[src/sv/slipd_pkg.sv]
// shared types and constants of the slip frame decoder
`timescale 1ns / 1ps
package slipd_pkg;

  localparam int unsigned HOLD_DEPTH = 3;
  localparam int unsigned HOLD_IDX_W = (HOLD_DEPTH > 1) ? $clog2(HOLD_DEPTH) : 1;
  localparam int unsigned RES_IDX_W  = $clog2(HOLD_DEPTH + 1);

  localparam logic [7:0]  SLIP_END     = 8'hC0;
  localparam logic [7:0]  SLIP_ESC     = 8'hDB;
  localparam logic [7:0]  SLIP_ESC_END = 8'hDC;
  localparam logic [7:0]  SLIP_ESC_ESC = 8'hDD;

  localparam logic [15:0] CAP_RESET = 16'd592;
  localparam logic [15:0] CNT_MAX   = 16'hFFFF;

  localparam logic KIND_DATA = 1'b0;
  localparam logic KIND_END  = 1'b1;

  typedef enum logic [1:0] {
    CMD_DATA,
    CMD_RELEASE,
    CMD_END
  } cmd_kind_e;

  typedef struct packed {
    cmd_kind_e                   kind;
    logic [7:0]                  data;
    logic [HOLD_DEPTH-1:0][7:0]  held;
    logic [15:0]                 length;
    logic [15:0]                 frames;
    logic [15:0]                 overruns;
  } cmd_t;

endpackage

[src/sv/slipd_front.sv]
// front end: unescapes line bytes, tracks frame state and issues commands
`timescale 1ns / 1ps
module slipd_front import slipd_pkg::*; (
  input  logic        clk_i,
  input  logic        rst_ni,
  input  logic        in_valid_i,
  input  logic [7:0]  in_byte_i,
  input  logic        cfg_valid_i,
  input  logic [15:0] cfg_data_i,
  output logic        push_o,
  output cmd_t        cmd_o
);

  logic                       esc_q, esc_d;
  logic [15:0]                cnt_q, cnt_d;
  logic [15:0]                cap_q;
  logic [15:0]                frames_q, frames_d;
  logic [15:0]                ovr_q, ovr_d;
  logic [HOLD_DEPTH-1:0][7:0] held_q;
  logic                       held_we;
  logic [7:0]                 dec_byte;

  always_comb begin
    dec_byte = in_byte_i;
    if (esc_q && in_byte_i == SLIP_ESC_ESC) begin
      dec_byte = SLIP_ESC;
    end else if (esc_q && in_byte_i == SLIP_ESC_END) begin
      dec_byte = SLIP_END;
    end
  end

  always_comb begin
    esc_d         = esc_q;
    cnt_d         = cnt_q;
    frames_d      = frames_q;
    ovr_d         = ovr_q;
    held_we       = 1'b0;
    push_o        = 1'b0;
    cmd_o.kind    = CMD_DATA;
    cmd_o.data    = dec_byte;
    cmd_o.held    = held_q;
    cmd_o.length  = 16'd0;
    if (in_valid_i) begin
      if (in_byte_i == SLIP_ESC) begin
        esc_d = 1'b1;
      end else if (in_byte_i == SLIP_END) begin
        if (cnt_q > 16'(HOLD_DEPTH)) begin
          if (frames_q != CNT_MAX) begin
            frames_d = frames_q + 16'd1;
          end
          push_o       = 1'b1;
          cmd_o.kind   = CMD_END;
          cmd_o.length = cnt_q;
        end
        cnt_d = 16'd0;
        esc_d = 1'b0;
      end else begin
        esc_d = 1'b0;
        if (cnt_q >= cap_q) begin
          if (ovr_q != CNT_MAX) begin
            ovr_d = ovr_q + 16'd1;
          end
        end else begin
          cnt_d = cnt_q + 16'd1;
          if (cnt_q < 16'(HOLD_DEPTH)) begin
            held_we = 1'b1;
          end else begin
            push_o     = 1'b1;
            cmd_o.kind = (cnt_q == 16'(HOLD_DEPTH)) ? CMD_RELEASE : CMD_DATA;
          end
        end
      end
    end
    cmd_o.frames   = frames_d;
    cmd_o.overruns = ovr_d;
  end

  always_ff @(posedge clk_i or negedge rst_ni) begin
    if (!rst_ni) begin
      esc_q    <= 1'b0;
      cnt_q    <= 16'd0;
      cap_q    <= CAP_RESET;
      frames_q <= 16'd0;
      ovr_q    <= 16'd0;
    end else begin
      esc_q    <= esc_d;
      cnt_q    <= cnt_d;
      frames_q <= frames_d;
      ovr_q    <= ovr_d;
      if (cfg_valid_i) begin
        cap_q <= cfg_data_i;
      end
    end
  end

  always_ff @(posedge clk_i) begin
    if (held_we) begin
      held_q[cnt_q[HOLD_IDX_W-1:0]] <= dec_byte;
    end
  end

endmodule

[src/sv/slipd_queue.sv]
// two-entry command queue between front and back end
`timescale 1ns / 1ps
module slipd_queue import slipd_pkg::*; (
  input  logic clk_i,
  input  logic rst_ni,
  input  logic push_i,
  input  cmd_t push_cmd_i,
  input  logic pop_i,
  output cmd_t pop_cmd_o,
  output logic full_o,
  output logic empty_o
);

  cmd_t       mem_q [2];
  logic       wr_ptr_q;
  logic       rd_ptr_q;
  logic [1:0] count_q;

  assign full_o    = count_q == 2'd2;
  assign empty_o   = count_q == 2'd0;
  assign pop_cmd_o = mem_q[rd_ptr_q];

  always_ff @(posedge clk_i or negedge rst_ni) begin
    if (!rst_ni) begin
      wr_ptr_q <= 1'b0;
      rd_ptr_q <= 1'b0;
      count_q  <= 2'd0;
    end else begin
      if (push_i) begin
        wr_ptr_q <= ~wr_ptr_q;
      end
      if (pop_i) begin
        rd_ptr_q <= ~rd_ptr_q;
      end
      if (push_i && !pop_i) begin
        count_q <= count_q + 2'd1;
      end else if (pop_i && !push_i) begin
        count_q <= count_q - 2'd1;
      end
    end
  end

  always_ff @(posedge clk_i) begin
    if (push_i) begin
      mem_q[wr_ptr_q] <= push_cmd_i;
    end
  end

endmodule

[src/sv/slipd_back.sv]
// back end: expands one command into its result items
`timescale 1ns / 1ps
module slipd_back import slipd_pkg::*; (
  input  logic        clk_i,
  input  logic        rst_ni,
  input  logic        q_empty_i,
  input  cmd_t        q_cmd_i,
  output logic        q_pop_o,
  output logic        out_valid_o,
  input  logic        out_ready_i,
  output logic        out_kind_o,
  output logic [7:0]  out_data_o,
  output logic [15:0] out_length_o,
  output logic [15:0] out_frames_o,
  output logic [15:0] out_overruns_o,
  output logic        out_last_o
);

  logic                 busy_q;
  cmd_t                 cmd_q;
  logic [RES_IDX_W-1:0] idx_q;
  logic                 out_acc;

  assign out_valid_o = busy_q;
  assign out_acc     = busy_q && out_ready_i;
  assign out_last_o  = (cmd_q.kind != CMD_RELEASE) || (idx_q == RES_IDX_W'(HOLD_DEPTH));
  assign q_pop_o     = !q_empty_i && (!busy_q || (out_acc && out_last_o));

  always_comb begin
    out_kind_o     = (cmd_q.kind == CMD_END) ? KIND_END : KIND_DATA;
    out_length_o   = (cmd_q.kind == CMD_END) ? cmd_q.length : 16'd0;
    out_frames_o   = cmd_q.frames;
    out_overruns_o = cmd_q.overruns;
    out_data_o     = cmd_q.data;
    if (cmd_q.kind == CMD_END) begin
      out_data_o = 8'd0;
    end else if (cmd_q.kind == CMD_RELEASE && idx_q < RES_IDX_W'(HOLD_DEPTH)) begin
      out_data_o = cmd_q.held[idx_q[HOLD_IDX_W-1:0]];
    end
  end

  always_ff @(posedge clk_i or negedge rst_ni) begin
    if (!rst_ni) begin
      busy_q <= 1'b0;
      idx_q  <= '0;
    end else if (q_pop_o) begin
      busy_q <= 1'b1;
      idx_q  <= '0;
    end else if (out_acc) begin
      if (out_last_o) begin
        busy_q <= 1'b0;
        idx_q  <= '0;
      end else begin
        idx_q <= idx_q + RES_IDX_W'(1);
      end
    end
  end

  always_ff @(posedge clk_i) begin
    if (q_pop_o) begin
      cmd_q <= q_cmd_i;
    end
  end

  a_idx_bound: assert property (@(posedge clk_i) disable iff (!rst_ni)
    idx_q <= RES_IDX_W'(HOLD_DEPTH))
    else $error("result index beyond release length");

  a_single_idx: assert property (@(posedge clk_i) disable iff (!rst_ni)
    busy_q && cmd_q.kind != CMD_RELEASE |-> idx_q == '0)
    else $error("single-result command with nonzero index");

  a_step: assert property (@(posedge clk_i) disable iff (!rst_ni)
    out_acc && !out_last_o |=> busy_q && idx_q == $past(idx_q) + RES_IDX_W'(1))
    else $error("release sequence did not advance");

endmodule

[src/sv/slip_frame_decoder_unit.sv]
// top level of the slip frame decoder
`timescale 1ns / 1ps
// Removes SLIP framing from a received byte stream, one line byte per item.
// A byte is taken every cycle while the two-entry command queue has room;
// most bytes give at most one result, which passes the queue stage and
// then the result stage before it is offered on the output.
// The fourth stored byte of a frame releases the three held-back bytes with
// it, so that item gives four results from the result stage, during which
// up to two further commands may queue. End of a frame of at least four
// bytes gives one end-marker result carrying the length.
// The frame capacity register is written over the cfg channel, reset 592.
module slip_frame_decoder_unit import slipd_pkg::*; (
  input  logic        clk_i,
  input  logic        rst_ni,
  input  logic        s_axis_tvalid,
  output logic        s_axis_tready,
  input  logic [7:0]  s_axis_tdata,   // rx_byte
  output logic        m_axis_tvalid,
  input  logic        m_axis_tready,
  output logic [55:0] m_axis_tdata,   // data_byte, frame_length, frames_seen, overrun_total
  output logic        m_axis_tuser,   // out_kind
  output logic        m_axis_tlast,
  input  logic        cfg_valid_i,
  output logic        cfg_ready_o,
  input  logic [15:0] cfg_data_i
);

  logic        push;
  cmd_t        push_cmd;
  logic        pop;
  cmd_t        pop_cmd;
  logic        q_full;
  logic        q_empty;
  logic [7:0]  data_byte;
  logic [15:0] frame_length;
  logic [15:0] frames_seen;
  logic [15:0] overrun_total;

  assign s_axis_tready = !q_full;
  assign cfg_ready_o   = 1'b1;
  assign m_axis_tdata  = {overrun_total, frames_seen, frame_length, data_byte};

  slipd_front u_front (
    .clk_i       (clk_i),
    .rst_ni      (rst_ni),
    .in_valid_i  (s_axis_tvalid && s_axis_tready),
    .in_byte_i   (s_axis_tdata),
    .cfg_valid_i (cfg_valid_i),
    .cfg_data_i  (cfg_data_i),
    .push_o      (push),
    .cmd_o       (push_cmd)
  );

  slipd_queue u_queue (
    .clk_i      (clk_i),
    .rst_ni     (rst_ni),
    .push_i     (push),
    .push_cmd_i (push_cmd),
    .pop_i      (pop),
    .pop_cmd_o  (pop_cmd),
    .full_o     (q_full),
    .empty_o    (q_empty)
  );

  slipd_back u_back (
    .clk_i          (clk_i),
    .rst_ni         (rst_ni),
    .q_empty_i      (q_empty),
    .q_cmd_i        (pop_cmd),
    .q_pop_o        (pop),
    .out_valid_o    (m_axis_tvalid),
    .out_ready_i    (m_axis_tready),
    .out_kind_o     (m_axis_tuser),
    .out_data_o     (data_byte),
    .out_length_o   (frame_length),
    .out_frames_o   (frames_seen),
    .out_overruns_o (overrun_total),
    .out_last_o     (m_axis_tlast)
  );

endmodule
[config.mk]
export PLATFORM = sky130hd
export DESIGN_NAME = slip_frame_decoder_unit
export DESIGN_NICKNAME = d
export VERILOG_FILES = /design/src/sv/slipd_pkg.sv /design/src/sv/slipd_front.sv /design/src/sv/slipd_queue.sv /design/src/sv/slipd_back.sv /design/src/sv/slip_frame_decoder_unit.sv
export SDC_FILE = /design/constraint.sdc
export NUM_CORES = 1
export LEC_CHECK = 0
export BUFFER_PORTS_ARGS = -buffer_cell sky130_fd_sc_hd__buf_2
export CAP_MARGIN = 20
export CORE_MARGIN = 5
export CORE_UTILIZATION = 40
export DETAILED_ROUTE_END_ITERATION = 7
export HOLD_SLACK_MARGIN = 0.1
export SLEW_MARGIN = 10
export SYNTH_ARGS = -nofsm -noshare
export SYNTH_HDL_FRONTEND = slang
export SYNTH_SLANG_ARGS = --single-unit
[constraint.sdc]
create_clock -name clk_i -period 20.2 [get_ports clk_i]
set_input_delay 2.02 -clock clk_i [delete_from_list [all_inputs] [get_ports clk_i]]
set_output_delay 2.02 -clock clk_i [all_outputs]
set_load 0.01 [all_outputs]
==> impl_metrics.yaml <==
yosys:
  synth_area_mm2: 0.01390
  synth_cell_types: 50
  synthArstFlopShare_pct: 21.05
  syn_area_per_cell_um2: 15.23
  ys.flop_type: "edfxtp_1"
  netlist_top_cells_area: "edfxtp_1, dfrtp_1, mux2_2"
  syn_nets: 966
  synth_edf_count: 270
  synth_seq_cells: 342
  ys_warn_count: 0
  seq_area_frac_synth_pct: 71.30
  syn_inst: 913
  synth_area_leader_cell: "edfxtp_1"
  yosysTopAreaCellShare_pct: 58.32
outcome:
  status: "complete, no violations"
critical_path:
  arrival_ns: 2.68
  reg2reg_depth: 9
  cp.required_ns: 18.18
  critical-path-max-stage-delay_ns: 0.72
  worstReg2RegStart: "u_front.cnt_q[0]"
  crit_type: "register to primary output"
  endpoint_kind: "primary output"
  cp-start-kind: "register"
  critPathSlowestCell: "nor2b_1"
  cp_cell_sequence: "nor2b_1 > a21oi_1 > a211oi_1 > buf_2"
  r2r_setup_slack_ns: 16.58
  crit_path_max_fanout: 12
  rr_endpoint: "u_queue.mem_q[1][6]"
timing:
  max_slew_margin_pct: 41.03
  period_needed_ns: 4.697
  fin_skew_ns: 0.01252
  timing.final.max_slew_violations: 0
  post-route-period-util_pct: 23.25
  tightest_slew_ns: 0.8846
  finalSetupViolations: 0
  fmaxAchievable_mhz: 212.9
  fin_tns_setup_ns: 0
  final_hold_viol_count: 0
  rsz0062_at_grt: "no"
floorplanning:
  ioPinCount: 90
  die_y_um: 196.4
  die_w_um: 196.4
  num_rows: 68
  core_area_mm2: 0.03446
  die-area_mm2: 0.03859
  initial_core_util_pct: 40.35
routing:
  ant_nets: 0
  drtIter0Drc: 402
  dr.pass1.iters: 4
  remaining_drc_errors: 0
  wl_per_cell_um: 17.83
  drt_wl_total_mm: 26.14
  via_per_inst: 5.038
  num_vias: 7386
worst_hold_path:
  min_from: "u_front.cmd_o[61]"
  hold_end: "u_queue.mem_q[1][61]"
  hold_depth: 0
  min_path_type: "register to register"
finish:
  diodes: 0
  nFillCells: 2987
  drive_gt1_share_pct: 26.31
  stdcell_count: 1466
  fin_nets: 1036
  layout_common_cells: "edfxtp_1, mux2_2, buf_2, dfrtp_1, nand2_1"
  syn2layout_area_growth_pct: 14.20
  mostFrequentLayoutCell: "edfxtp_1"
cts:
  cts_buffer_depth: 3
  ctsResizeCount: 0
  htreeDepth: 2
  cts_buffers: 36
  cts-root-buf: "clkbuf_16"
  cts_tree: "built"
  cts_sinks: 342
  cts_setup_buffers: 0
  clk_pin_slew_ns: 0.06
  clkLatencyLatePin_ns: 0.51
  cts.hold.buffers_added: 0
run:
  cap_violations: 0
global_routing:
  grtUsageTotal_pct: 13.55
  grt_max_degree: 83
  grt_pass1_wl_mm: 42.02
  first_global_vias: 7529
  gr-total-overflow: 0
  antenna_found_initial: 0
placement:
  place_inst: 1397
  dp_hpwl_mm: 16.16
  port-buffer-count: 88
  place.gp.congestion: 0.7762
power_and_ir_drop:
  power_density_mw_per_mm2: 139.7
  p_leak_nw: 5.962
  ir_worst_vdd_uv: 81.81
-- power breakdown --
| part | internal [W] | total (W) | leakage, nW | switching, W |
|---|---|---|---|---|
| clock network | 0.000383 | 0.000644 | 0.577 | 0.000261 |
| logic | 0.000200 | 0.000505 | 1.92 | 0.000304 |
| registers | 0.00101 | 0.00107 | 3.47 | 0.0000647 |
| total | 0.00159 | 0.00222 | 5.96 | 0.000630 |
-- worst max-delay path: cells and delay by family (launching register included) --
kind            cells  cell delay (ns)
buf+inv             1             0.21
flops               1             0.66
compound gates      2             0.58
simple gates        1             0.72
-- per-stage QoR --
| step | cell area (um2) | power (W) | util [%] | hold slack [ns] | setup WS [ns] |
|---|---|---|---|---|---|
| floorplan | 13900 | 0.001452 | - | 0.4215 | 10.29 |
| finish | 15880 | 0.002219 | 46.08 | 0.4445 | 15.50 |
| detailed placement | 14650 | 0.001598 | 42.52 | 0.4307 | 15.22 |
| global placement | 14610 | 0.001587 | 42.40 | 0.4224 | 15.24 |
| global route | 15880 | 0.002344 | 46.08 | 0.4536 | 15.32 |
| CTS | 15820 | 0.002252 | 45.90 | 0.4437 | 15.41 |
-- logic make-up (layout without fill, tap and decap cells) --
family	after synthesis	count (layout)	share of synthesized area (%)
AO/OA/AOI/OAI	85	85	3.978
buffers and inverters	93	191	3.429
other	1	1	0.02697
adder cells (fa/ha/maj)	24	24	2.160
XOR/XNOR	26	26	1.638
AND/OR/NAND/NOR	242	242	9.440
flip-flops	342	342	71.30
multiplexers	100	100	8.027
-- worst max-delay path by stage --
stage / from / to / slack (ns) / cells after the start
2_1_floorplan: s_axis_tdata[0] / u_queue.mem_q[1][0] / 10.29 / 5
3_5_place_dp: s_axis_tdata[0] / u_queue.mem_q[1][22] / 15.22 / 8
3_3_place_gp: s_axis_tdata[0] / u_queue.mem_q[1][7] / 15.24 / 8
5_1_grt: u_back.idx_q[0] / m_axis_tdata[4] / 15.32 / 4
6_report: u_back.idx_q[0] / m_axis_tdata[4] / 15.50 / 4
4_1_cts: u_back.idx_q[1] / m_axis_tdata[4] / 15.41 / 4
-- sequential cells by signal, indices dropped and copies added (netlist names) --
register / flops
u_front.cmd_o: 24
u_queue.count_q: 2
u_back.out_valid_o: 1
u_front.frames_q: 16
u_front.esc_q: 1
u_back.out_frames_o: 16
u_front.ovr_q: 16
u_back.out_overruns_o: 16
u_queue.wr_ptr_q: 1
u_queue.rd_ptr_q: 1
u_queue.mem_q: 164
u_front.cap_q: 16
u_front.cnt_q: 16
u_back.idx_q: 2
u_back.cmd_q: 50
-- per-layer routing --
layer	global-route usage, %	part of all wire, %	routed length [um]	up-vias
met5	0	0	0	-
met4	3.000	1.6	425	0
met3	2.410	4.2	1106	33
met2	23.05	49	12800	139
met1	18.37	45	11810	3697
li1	-	-	-	3517
-- cell type report --
class,count,area (um2),area share [%]
Sequential cell,342,9917,62.46
Clock buffer,52,1032,6.501
Timing Repair Buffer,101,604.3,3.806
Multi-Input combinational cell,478,3531,22.24
Clock inverter,14,132.6,0.8353
Inverter,24,91.34,0.5753
Tap cell,455,569.3,3.586
-- cell usage after synthesis, drive strengths merged, types with 13 or more instances --
cell    number
nand4       24
xnor2       13
nor2        43
nand3       15
ha          24
clkbuf      33
a21oi       26
o21ai       22
buf         36
dfrtp       69
inv         24
xor2        13
edfxtp     270
and2        38
nand2       56
mux2        92
No activity file was read; power rests on OpenSTA's default activity.
